===== src/hw/rtl/arprt_pkg.sv =====
`timescale 1ns / 1ps

package arprt_pkg;

    localparam int ENTRIES_DEF = 16;

    localparam int ADDR_W    = 32;
    localparam int RETRY_W   = 4;
    localparam int TICK_W    = 8;
    localparam int SLOT_W    = ADDR_W + RETRY_W + TICK_W;
    localparam int CFG_IDX_W = 2;
    localparam int QDEPTH    = 2;

    // register indexes on the write port
    localparam logic [CFG_IDX_W-1:0] REG_OWN_IP      = 2'd0;
    localparam logic [CFG_IDX_W-1:0] REG_MAX_RETRIES = 2'd1;
    localparam logic [CFG_IDX_W-1:0] REG_RETRY_TICKS = 2'd2;

    localparam logic [ADDR_W-1:0]  OWN_IP_RST      = 32'd0;
    localparam logic [RETRY_W-1:0] MAX_RETRIES_RST = 4'd3;
    localparam logic [TICK_W-1:0]  RETRY_TICKS_RST = 8'd4;

    // input op codes
    localparam logic [1:0] OP_START = 2'd0;
    localparam logic [1:0] OP_ARP   = 2'd1;
    localparam logic [1:0] OP_TICK  = 2'd2;

    // result action codes
    localparam logic [1:0] ACT_SEND    = 2'd0;
    localparam logic [1:0] ACT_GIVE_UP = 2'd1;
    localparam logic [1:0] ACT_FULL    = 2'd2;

    // classified command kinds
    localparam logic [1:0] KIND_START   = 2'd0;
    localparam logic [1:0] KIND_RELEASE = 2'd1;
    localparam logic [1:0] KIND_TICK    = 2'd2;

    typedef struct packed {
        logic [1:0]        kind;
        logic [ADDR_W-1:0] addr;
    } cmd_t;

    typedef struct packed {
        logic [ADDR_W-1:0]  own_ip;
        logic [RETRY_W-1:0] max_retries;
        logic [TICK_W-1:0]  retry_ticks;
    } cfg_t;

endpackage


===== src/hw/rtl/arprt_ram.sv =====
`timescale 1ns / 1ps

module arprt_ram #(
    parameter int WIDTH = arprt_pkg::SLOT_W,
    parameter int DEPTH = arprt_pkg::ENTRIES_DEF,
    localparam int AW = (DEPTH > 1) ? $clog2(DEPTH) : 1
) (
    input  logic             clk,
    input  logic             we,
    input  logic [AW-1:0]    waddr,
    input  logic [WIDTH-1:0] wdata,
    input  logic [AW-1:0]    raddr,
    output logic [WIDTH-1:0] rdata
);

    logic [WIDTH-1:0] mem_reg [DEPTH];
    logic [WIDTH-1:0] rdata_reg;

    always_ff @(posedge clk)
    begin
        if (we)
        begin
            mem_reg[waddr] <= wdata;
        end
        rdata_reg <= mem_reg[raddr];
    end

    assign rdata = rdata_reg;

endmodule


===== src/hw/rtl/arprt_front.sv =====
`timescale 1ns / 1ps

module arprt_front (
    input  logic                        clk,
    input  logic                        rst_n,
    input  arprt_pkg::cfg_t             cfg,
    input  logic                        start,
    input  logic [1:0]                  op,
    input  logic [arprt_pkg::ADDR_W-1:0] addr,
    input  logic [arprt_pkg::ADDR_W-1:0] target_addr,
    output logic                        busy,
    output logic                        cmd_valid,
    output arprt_pkg::cmd_t             cmd,
    input  logic                        cmd_pop
);

    localparam int QPTR_W = (arprt_pkg::QDEPTH > 1) ? $clog2(arprt_pkg::QDEPTH) : 1;
    localparam int QCNT_W = $clog2(arprt_pkg::QDEPTH + 1);

    arprt_pkg::cmd_t     q_reg [arprt_pkg::QDEPTH];
    logic [QPTR_W-1:0]   wr_ptr_reg, wr_ptr_next;
    logic [QPTR_W-1:0]   rd_ptr_reg, rd_ptr_next;
    logic [QCNT_W-1:0]   count_reg, count_next;

    arprt_pkg::cmd_t     cls_cmd;
    logic                keep;
    logic                push;

    // classify: drop unused ops and ARP words aimed elsewhere
    always_comb
    begin
        cls_cmd.addr = addr;
        cls_cmd.kind = arprt_pkg::KIND_START;
        keep = 1'b0;
        case (op)
            arprt_pkg::OP_START:
            begin
                cls_cmd.kind = arprt_pkg::KIND_START;
                keep = 1'b1;
            end
            arprt_pkg::OP_ARP:
            begin
                cls_cmd.kind = arprt_pkg::KIND_RELEASE;
                keep = (target_addr == cfg.own_ip);
            end
            arprt_pkg::OP_TICK:
            begin
                cls_cmd.kind = arprt_pkg::KIND_TICK;
                keep = 1'b1;
            end
            default:
            begin
                keep = 1'b0;
            end
        endcase
    end

    assign busy      = (count_reg == QCNT_W'(arprt_pkg::QDEPTH));
    assign push      = start && !busy && keep;
    assign cmd_valid = (count_reg != '0);
    assign cmd       = q_reg[rd_ptr_reg];

    always_comb
    begin
        wr_ptr_next = wr_ptr_reg;
        rd_ptr_next = rd_ptr_reg;
        count_next  = count_reg;
        if (push)
        begin
            wr_ptr_next = wr_ptr_reg + 1'b1;
        end
        if (cmd_pop && cmd_valid)
        begin
            rd_ptr_next = rd_ptr_reg + 1'b1;
        end
        if (push && !(cmd_pop && cmd_valid))
        begin
            count_next = count_reg + 1'b1;
        end
        else if (!push && cmd_pop && cmd_valid)
        begin
            count_next = count_reg - 1'b1;
        end
    end

    always_ff @(posedge clk or negedge rst_n)
    begin
        if (!rst_n)
        begin
            wr_ptr_reg <= '0;
            rd_ptr_reg <= '0;
            count_reg  <= '0;
        end
        else
        begin
            wr_ptr_reg <= wr_ptr_next;
            rd_ptr_reg <= rd_ptr_next;
            count_reg  <= count_next;
        end
    end

    always_ff @(posedge clk)
    begin
        if (push)
        begin
            q_reg[wr_ptr_reg] <= cls_cmd;
        end
    end

endmodule


===== src/hw/rtl/arprt_back.sv =====
`timescale 1ns / 1ps

module arprt_back #(
    parameter int ENTRIES = arprt_pkg::ENTRIES_DEF
) (
    input  logic                         clk,
    input  logic                         rst_n,
    input  arprt_pkg::cfg_t              cfg,
    input  logic                         cmd_valid,
    input  arprt_pkg::cmd_t              cmd,
    output logic                         cmd_pop,
    output logic                         result_valid,
    output logic [1:0]                   action,
    output logic [arprt_pkg::ADDR_W-1:0] result_addr,
    output logic                         last
);

    localparam int IDX_W = (ENTRIES > 1) ? $clog2(ENTRIES) : 1;
    localparam int CNT_W = $clog2(ENTRIES + 1);
    localparam int A_W   = arprt_pkg::ADDR_W;
    localparam int R_W   = arprt_pkg::RETRY_W;
    localparam int T_W   = arprt_pkg::TICK_W;

    localparam logic [1:0] ST_IDLE   = 2'd0;
    localparam logic [1:0] ST_WALK   = 2'd1;
    localparam logic [1:0] ST_FINISH = 2'd2;

    logic [1:0]            state_reg, state_next;
    arprt_pkg::cmd_t       cur_reg, cur_next;
    logic [CNT_W-1:0]      cnt_reg, cnt_next;
    logic                  proc_vld_reg, proc_vld_next;
    logic [IDX_W-1:0]      proc_idx_reg, proc_idx_next;
    logic [ENTRIES-1:0]    valid_reg, valid_next;
    logic                  found_reg, found_next;
    logic                  free_found_reg, free_found_next;
    logic [IDX_W-1:0]      free_idx_reg, free_idx_next;
    logic                  pend_vld_reg, pend_vld_next;
    logic [1:0]            pend_act_reg, pend_act_next;
    logic [A_W-1:0]        pend_addr_reg, pend_addr_next;
    logic                  out_vld_reg, out_vld_next;
    logic [1:0]            out_act_reg, out_act_next;
    logic [A_W-1:0]        out_addr_reg, out_addr_next;
    logic                  out_last_reg, out_last_next;

    logic                        ram_we;
    logic [IDX_W-1:0]            ram_waddr;
    logic [arprt_pkg::SLOT_W-1:0] ram_wdata;
    logic [arprt_pkg::SLOT_W-1:0] ram_rdata;

    logic [A_W-1:0] d_addr;
    logic [R_W-1:0] d_retries;
    logic [T_W-1:0] d_cd;
    logic           d_valid;
    logic           hit;
    logic           tick_emit;
    logic [1:0]     tick_act;

    arprt_ram #(
        .WIDTH (arprt_pkg::SLOT_W),
        .DEPTH (ENTRIES)
    ) u_slot_ram (
        .clk   (clk),
        .we    (ram_we),
        .waddr (ram_waddr),
        .wdata (ram_wdata),
        .raddr (cnt_reg[IDX_W-1:0]),
        .rdata (ram_rdata)
    );

    assign d_addr    = ram_rdata[arprt_pkg::SLOT_W-1 -: A_W];
    assign d_retries = ram_rdata[T_W +: R_W];
    assign d_cd      = ram_rdata[T_W-1:0];
    assign d_valid   = valid_reg[proc_idx_reg];
    assign hit       = d_valid && (d_addr == cur_reg.addr);

    assign cmd_pop      = (state_reg == ST_IDLE) && cmd_valid;
    assign result_valid = out_vld_reg;
    assign action       = out_act_reg;
    assign result_addr  = out_addr_reg;
    assign last         = out_last_reg;

    always_comb
    begin
        state_next      = state_reg;
        cur_next        = cur_reg;
        cnt_next        = cnt_reg;
        proc_vld_next   = 1'b0;
        proc_idx_next   = proc_idx_reg;
        valid_next      = valid_reg;
        found_next      = found_reg;
        free_found_next = free_found_reg;
        free_idx_next   = free_idx_reg;
        pend_vld_next   = pend_vld_reg;
        pend_act_next   = pend_act_reg;
        pend_addr_next  = pend_addr_reg;
        out_vld_next    = 1'b0;
        out_act_next    = out_act_reg;
        out_addr_next   = out_addr_reg;
        out_last_next   = out_last_reg;
        ram_we          = 1'b0;
        ram_waddr       = proc_idx_reg;
        ram_wdata       = ram_rdata;
        tick_emit       = 1'b0;
        tick_act        = arprt_pkg::ACT_SEND;

        case (state_reg)
            ST_IDLE:
            begin
                if (cmd_valid)
                begin
                    cur_next        = cmd;
                    cnt_next        = '0;
                    found_next      = 1'b0;
                    free_found_next = 1'b0;
                    pend_vld_next   = 1'b0;
                    state_next      = ST_WALK;
                end
            end
            ST_WALK:
            begin
                // issue the read for the next slot
                if (cnt_reg != CNT_W'(ENTRIES))
                begin
                    cnt_next      = cnt_reg + 1'b1;
                    proc_vld_next = 1'b1;
                    proc_idx_next = cnt_reg[IDX_W-1:0];
                end
                else if (!proc_vld_reg)
                begin
                    state_next = ST_FINISH;
                end

                // work on the slot read last cycle
                if (proc_vld_reg)
                begin
                    case (cur_reg.kind)
                        arprt_pkg::KIND_START:
                        begin
                            if (hit)
                            begin
                                found_next = 1'b1;
                            end
                            if (!d_valid && !free_found_reg)
                            begin
                                free_found_next = 1'b1;
                                free_idx_next   = proc_idx_reg;
                            end
                        end
                        arprt_pkg::KIND_RELEASE:
                        begin
                            if (hit && !found_reg)
                            begin
                                found_next               = 1'b1;
                                valid_next[proc_idx_reg] = 1'b0;
                            end
                        end
                        arprt_pkg::KIND_TICK:
                        begin
                            if (d_valid)
                            begin
                                if (d_cd > T_W'(1))
                                begin
                                    ram_we    = 1'b1;
                                    ram_wdata = {d_addr, d_retries, d_cd - 1'b1};
                                end
                                else if (d_retries <= R_W'(1))
                                begin
                                    valid_next[proc_idx_reg] = 1'b0;
                                    tick_emit = 1'b1;
                                    tick_act  = arprt_pkg::ACT_GIVE_UP;
                                end
                                else
                                begin
                                    ram_we    = 1'b1;
                                    ram_wdata = {d_addr, d_retries - 1'b1, cfg.retry_ticks};
                                    tick_emit = 1'b1;
                                    tick_act  = arprt_pkg::ACT_SEND;
                                end
                            end
                        end
                        default:
                        begin
                        end
                    endcase
                end

                // hold one result back so the final one can carry last
                if (tick_emit)
                begin
                    if (pend_vld_reg)
                    begin
                        out_vld_next  = 1'b1;
                        out_act_next  = pend_act_reg;
                        out_addr_next = pend_addr_reg;
                        out_last_next = 1'b0;
                    end
                    pend_vld_next  = 1'b1;
                    pend_act_next  = tick_act;
                    pend_addr_next = d_addr;
                end
            end
            ST_FINISH:
            begin
                state_next = ST_IDLE;
                case (cur_reg.kind)
                    arprt_pkg::KIND_START:
                    begin
                        if (!found_reg)
                        begin
                            out_vld_next  = 1'b1;
                            out_addr_next = cur_reg.addr;
                            out_last_next = 1'b1;
                            if (free_found_reg)
                            begin
                                ram_we                    = 1'b1;
                                ram_waddr                 = free_idx_reg;
                                ram_wdata                 = {cur_reg.addr, cfg.max_retries,
                                                             cfg.retry_ticks};
                                valid_next[free_idx_reg]  = 1'b1;
                                out_act_next              = arprt_pkg::ACT_SEND;
                            end
                            else
                            begin
                                out_act_next = arprt_pkg::ACT_FULL;
                            end
                        end
                    end
                    arprt_pkg::KIND_TICK:
                    begin
                        if (pend_vld_reg)
                        begin
                            out_vld_next  = 1'b1;
                            out_act_next  = pend_act_reg;
                            out_addr_next = pend_addr_reg;
                            out_last_next = 1'b1;
                            pend_vld_next = 1'b0;
                        end
                    end
                    default:
                    begin
                    end
                endcase
            end
            default:
            begin
                state_next = ST_IDLE;
            end
        endcase
    end

    always_ff @(posedge clk or negedge rst_n)
    begin
        if (!rst_n)
        begin
            state_reg      <= ST_IDLE;
            cnt_reg        <= '0;
            proc_vld_reg   <= 1'b0;
            valid_reg      <= '0;
            found_reg      <= 1'b0;
            free_found_reg <= 1'b0;
            pend_vld_reg   <= 1'b0;
            out_vld_reg    <= 1'b0;
        end
        else
        begin
            state_reg      <= state_next;
            cnt_reg        <= cnt_next;
            proc_vld_reg   <= proc_vld_next;
            valid_reg      <= valid_next;
            found_reg      <= found_next;
            free_found_reg <= free_found_next;
            pend_vld_reg   <= pend_vld_next;
            out_vld_reg    <= out_vld_next;
        end
    end

    always_ff @(posedge clk)
    begin
        cur_reg       <= cur_next;
        proc_idx_reg  <= proc_idx_next;
        free_idx_reg  <= free_idx_next;
        pend_act_reg  <= pend_act_next;
        pend_addr_reg <= pend_addr_next;
        out_act_reg   <= out_act_next;
        out_addr_reg  <= out_addr_next;
        out_last_reg  <= out_last_next;
    end

endmodule


===== src/hw/rtl/arp_resolution_retry_tracker.sv =====
`timescale 1ns / 1ps

// ARP request retry tracker.
// Input: a word (op, addr, target_addr) is taken at a rising edge with start
// high and busy low. Op 0 starts resolution of addr, op 1 reports an ARP
// packet (sender addr, target target_addr), op 2 is a timer tick.
// The front end drops unused ops and ARP words not aimed at own_ip, and
// queues the rest in a two-word queue; busy is high while that queue is full.
// The back end walks all ENTRIES slots for each queued word, one slot per
// cycle through the slot RAM's registered read port, and it pops the next
// queued word only after the walk and its finish step are done.
// Results: result_valid strobes for one cycle per result word with action,
// result_addr and last; last marks the final word caused by one input.
// A start gives one result at the end of its walk unless addr already
// holds a slot; a tick gives at most one result per cycle during its walk,
// the final one at its end. The receiver cannot stall, so results never wait.
// Configuration: wr_en, wr_index, wr_data write own_ip (0), max_retries
// (1) and retry_ticks (2); the user must do so only while the block is idle,
// which the block does not enforce. Reset empties the queue and clears all
// slot valid bits; registers return to own_ip 0, max_retries 3, retry_ticks 4.

module arp_resolution_retry_tracker #(
    parameter int ENTRIES = arprt_pkg::ENTRIES_DEF
) (
    input  logic                            clk,
    input  logic                            rst_n,
    input  logic                            start,
    output logic                            busy,
    input  logic [1:0]                      op,
    input  logic [arprt_pkg::ADDR_W-1:0]    addr,
    input  logic [arprt_pkg::ADDR_W-1:0]    target_addr,
    output logic                            result_valid,
    output logic [1:0]                      action,
    output logic [arprt_pkg::ADDR_W-1:0]    result_addr,
    output logic                            last,
    input  logic                            wr_en,
    input  logic [arprt_pkg::CFG_IDX_W-1:0] wr_index,
    input  logic [arprt_pkg::ADDR_W-1:0]    wr_data
);

    arprt_pkg::cfg_t cfg_reg, cfg_next;
    arprt_pkg::cmd_t cmd;
    logic            cmd_valid;
    logic            cmd_pop;

    always_comb
    begin
        cfg_next = cfg_reg;
        if (wr_en)
        begin
            case (wr_index)
                arprt_pkg::REG_OWN_IP:
                begin
                    cfg_next.own_ip = wr_data;
                end
                arprt_pkg::REG_MAX_RETRIES:
                begin
                    cfg_next.max_retries = wr_data[arprt_pkg::RETRY_W-1:0];
                end
                arprt_pkg::REG_RETRY_TICKS:
                begin
                    cfg_next.retry_ticks = wr_data[arprt_pkg::TICK_W-1:0];
                end
                default:
                begin
                end
            endcase
        end
    end

    always_ff @(posedge clk or negedge rst_n)
    begin
        if (!rst_n)
        begin
            cfg_reg.own_ip      <= arprt_pkg::OWN_IP_RST;
            cfg_reg.max_retries <= arprt_pkg::MAX_RETRIES_RST;
            cfg_reg.retry_ticks <= arprt_pkg::RETRY_TICKS_RST;
        end
        else
        begin
            cfg_reg <= cfg_next;
        end
    end

    arprt_front u_front (
        .clk         (clk),
        .rst_n       (rst_n),
        .cfg         (cfg_reg),
        .start       (start),
        .op          (op),
        .addr        (addr),
        .target_addr (target_addr),
        .busy        (busy),
        .cmd_valid   (cmd_valid),
        .cmd         (cmd),
        .cmd_pop     (cmd_pop)
    );

    arprt_back #(
        .ENTRIES (ENTRIES)
    ) u_back (
        .clk          (clk),
        .rst_n        (rst_n),
        .cfg          (cfg_reg),
        .cmd_valid    (cmd_valid),
        .cmd          (cmd),
        .cmd_pop      (cmd_pop),
        .result_valid (result_valid),
        .action       (action),
        .result_addr  (result_addr),
        .last         (last)
    );

endmodule

===== config.mk =====
export PLATFORM = sky130hd
export DESIGN_NAME = arp_resolution_retry_tracker
export DESIGN_NICKNAME = d
export VERILOG_FILES = /design/src/hw/rtl/arprt_pkg.sv /design/src/hw/rtl/arprt_ram.sv /design/src/hw/rtl/arprt_front.sv /design/src/hw/rtl/arprt_back.sv /design/src/hw/rtl/arp_resolution_retry_tracker.sv
export SDC_FILE = /design/constraint.sdc
export NUM_CORES = 1
export LEC_CHECK = 0
export ABC_CLOCK_PERIOD_IN_PS = 11980
export BUFFER_PORTS_ARGS = -buffer_cell sky130_fd_sc_hd__buf_4
export CORE_MARGIN = 1
export CORE_UTILIZATION = 35
export DETAILED_ROUTE_END_ITERATION = 10
export GPL_TIMING_DRIVEN = 0
export PLACE_DENSITY = 0.51
export SLEW_MARGIN = 20
export SYNTH_ARGS = -nofsm -noshare
export SYNTH_HDL_FRONTEND = slang
export SYNTH_SLANG_ARGS = --single-unit

===== constraint.sdc =====
create_clock -name clk -period 11.98 [get_ports clk]
set_clock_uncertainty 0.05 [all_clocks]
set_input_delay 0 -clock clk [delete_from_list [all_inputs] [get_ports clk]]
set_output_delay 0 -clock clk [all_outputs]
set_load 0.005 [all_outputs]

==> summary.txt <==
Gr usage total -> 17.93%
Clock buffer depth -> 3
Max-capacitance violation count -> 0
Antenna viol nets, final -> 0
Layout cells sized above 1 -> 28.83%
Synth Register Bits -> 1002
Most used DFF post-synth -> edfxtp_1
Worst-margin pin slew -> 1076 ps
Top-level port count -> 141
Static leakage -> 15.49 nW
Post-synthesis xor/xnor area fraction -> 1.592%
Global-route wire length before repair -> 146.1 mm
Syn Inst Count -> 1917
Routed WL -> 100.7 mm
Setup TNS -> 0 ps
Distinct cells, synth -> 61
Worst EP arrival -> 4640 ps
Final period util -> 36.23%
Switch Pwr -> 3.281 mW
Number of buffers added on ports -> 140
Combinational share of power -> 25.6%
HP Class -> input pin to flip-flop
Worst-path maximum fanout -> 16
Maximum vdd drop -> 0.1422 mV
Cell Area, Synth -> 39060 um2
DRT Pass-1 Iters -> 8
Syn_nets -> 2032
CP max stage cell -> nor2_1
Clk pwr share -> 28.1%
Status -> completed
Routability cong. -> 0.8625
Internal -> 7.451 mW
Vias -> 20300
Routed wire per std cell -> 25.91 um
Critical path, cell by cell -> inv_1 > ha_1 > nor2b_1 > nor3b_1 > nand2_1 > nor2_1 > clkbuf_1 > a21oi_1 > o21ai_2
Layout Utilization -> 42.98%
Async set or reset register ratio after synthesis -> 7.585%
Total CTS buffers -> 98
Startpoint Class -> flip-flop
Complex-gate fraction of the synthesized area -> 3.293%
Dpl hpwl -> 68.70 mm
Post-CTS setup buffers -> 0
Final hold vios -> 0
Clock Sink Count -> 1002
Grt ovf -> 0
Starting Density -> 35.29%
Clock root buffer -> clkbuf_16
# nets final -> 2430
Power Density -> 225.7 nW/um2
Post-synth EDFFs -> 882
FMAX -> 230.4 MHz
Warnings, synthesis -> 0
Iteration-0 DRC Markers -> 1780
RSZ-0062 raised after global routing -> no
Worst setup EP type -> flip-flop
Die Wd -> 336.1 um
Die ar. -> 112900 um2
Post_cts resized -> 0
Cts hold-fix bufs -> 104
Clk Latency, worst-skew pair -> 670 ps
P&R area growth vs syn -> 21.76%
CP Class -> flip-flop to flip-flop
Simple-gate share of the synthesized area -> 2.467%
Hold_ws -> 33.59 ps
Synth Area in Adders -> 0.3524%
Std-Cell Rows -> 122
Switching part of the total power -> 30.57%
Ant. Diodes -> 0
Max reg flops -> 704
# H-tree levels -> 3
Critical Path RT -> 12280 ps
Multiplexer share of the synthesized area -> 16.23%
Post-synthesis sequential area ratio -> 74.94%
Syn Area/Cell -> 20.38 um2
CTS tree -> built
Setup violations, final -> 0
Vias in the first global route -> 21240
Max-slew violations -> 0
Worst slew margin relative to its limit -> 27.81%
Vias per inst -> 5.226
Sequential power share -> 46.3%
DIE HEIGHT -> 336.1 um
Reg clk slew, reported paths -> 60 ps
Largest family of logic cells by synthesized area -> multiplexers
Fin crit period -> 4341 ps
Antenna violations before repair -> 1
Largest net degree at the start of global routing -> 77
DRC viols -> 0
CORE AREA -> 110700 um2
CP max stage delay -> 810 ps
-- critical path, delay by kind of cell, from the launching register on --
kind	cells	cell delay, ps
AND/OR/NAND/NOR	4	1700
buffers and inverters	2	800
AO/OA/AOI/OAI	2	800
flip-flops	1	400
adder cells (fa/ha/maj)	1	270
-- metal layers --
layer	track usage, %	vias up	part of all wire (%)
li1	-	8687	-
met1	24.62	10840	43
met2	29.90	659	50
met3	2.434	113	5.2
met4	4.858	0	1.8
met5	0	-	0
-- synthesized netlist by cell type (3+ instances only) --
cell type / n / area, um2
mux4_2: 222 / 5000
a22oi_1: 4 / 30.03
a41oi_1: 13 / 113.9
nand3b_1: 3 / 22.52
a21oi_1: 17 / 85.08
a31oi_1: 21 / 131.4
nand4_1: 12 / 75.07
dfrtp_1: 73 / 1827
nand2_1: 60 / 225.2
o22ai_1: 3 / 18.77
nor3b_1: 4 / 30.03
ha_1: 11 / 137.6
clkbuf_1: 58 / 217.7
xnor2_1: 40 / 350.3
inv_1: 18 / 67.56
or3_1: 4 / 25.02
nor4_1: 11 / 68.82
xor2_1: 31 / 271.5
and2_1: 6 / 37.54
a221o_1: 4 / 40.04
and3_1: 4 / 25.02
nand3_1: 15 / 75.07
o211a_1: 3 / 30.03
nor2_1: 45 / 168.9
a22o_1: 36 / 315.3
o31ai_1: 3 / 22.52
buf_1: 15 / 56.30
mux2_2: 80 / 900.9
buf_2: 14 / 70.07
mux2i_1: 44 / 440.4
o21ai_0: 48 / 240.2
dfxtp_1: 44 / 880.8
nor3_1: 12 / 60.06
dfstp_2: 3 / 78.83
o21a_1: 4 / 30.03
edfxtp_1: 882 / 26490
nor2b_1: 16 / 100.1
-- stage by stage --
| stage | setup slack (ps) | power (mW) | area, um2 | instances |
|---|---|---|---|---|
| 2_1_floorplan | 7610 | 6.607 | 39060 | 1917 |
| 3_3_place_gp | 3978 | 7.621 | 41970 | 3545 |
| 3_5_place_dp | 7334 | 7.766 | 43350 | 3597 |
| 4_1_cts | 7288 | 10.82 | 47530 | 3883 |
| 5_1_grt | 7288 | 11.16 | 47560 | 3885 |
| 6_report | 7639 | 10.73 | 47560 | 3885 |
-- area by class of cell --
type / count / area [um2]
Clock buffer: 137 / 2771
Sequential cell: 1002 / 29270
Inverter: 18 / 67.56
Fill cell: 9578 / 63110
Clock inverter: 45 / 369.1
Tap cell: 1488 / 1862
Timing Repair Buffer: 298 / 3319
Multi-Input combinational cell: 807 / 9522
Buffer: 90 / 377.9
-- placed cells by master (no fill, tap or decap), types with 13 or more instances in the layout --
master and n:
inv_1 17, clkbuf_1 81, buf_2 18, mux2_2 80
nor2_4 18, clkbuf_8 13, nand2_1 60, clkbuf_16 100
o21ai_0 45, a31oi_1 21, dfxtp_1 44, dfrtp_1 73
nor2b_1 16, mux2i_1 44, xor2_1 31, nand3_1 15
buf_4 143, buf_16 25, nor2_1 27, edfxtp_1 882
buf_12 25, clkinv_1 20, a41oi_1 13, dlygate4sd3_1 106
xnor2_1 40, a22o_1 36, a21oi_1 16, mux4_2 222
-- final timing paths --
| path | startpoint | end | slack [ps] | cells past startpoint |
|---|---|---|---|---|
| min in group asynchronous | rst_n | cfg_reg[36] | 470 | 3 |
| worst min-delay path | addr[10] | u_front.q_reg[1][10] | 30 | 2 |
| worst max register to register | u_back.state_reg[0] | u_back.u_slot_ram.mem_reg[12][7] | 7640 | 9 |
| worst max-delay path | u_back.state_reg[0] | u_back.u_slot_ram.mem_reg[12][7] | 7640 | 9 |
| worst min register to register | u_back.proc_idx_reg[3] | u_back.free_idx_reg[3] | 400 | 0 |
| max in group asynchronous | rst_n | cfg_reg[32] | 10910 | 3 |
-- power groups by stage --
stage          logic (mW)  clock network, mW  registers, mW
4_1_cts              2.77               3.08           4.96
2_1_floorplan        1.73                  0           4.87
5_1_grt              2.95               3.21           5.00
3_5_place_dp         2.74                  0           5.03
3_3_place_gp         2.58                  0           5.04
6_report             2.75               3.01           4.97
-- logic make-up after synthesis --
kind of cell               after synthesis
AOI/OAI and AO/OA                      180
xor gates and xnor gates                71
adders and majority gates               11
buffers and inverters                  108
DFF                                   1002
muxes                                  346
and+or+nand+nor                        199
(Power assumes the default switching activity.)
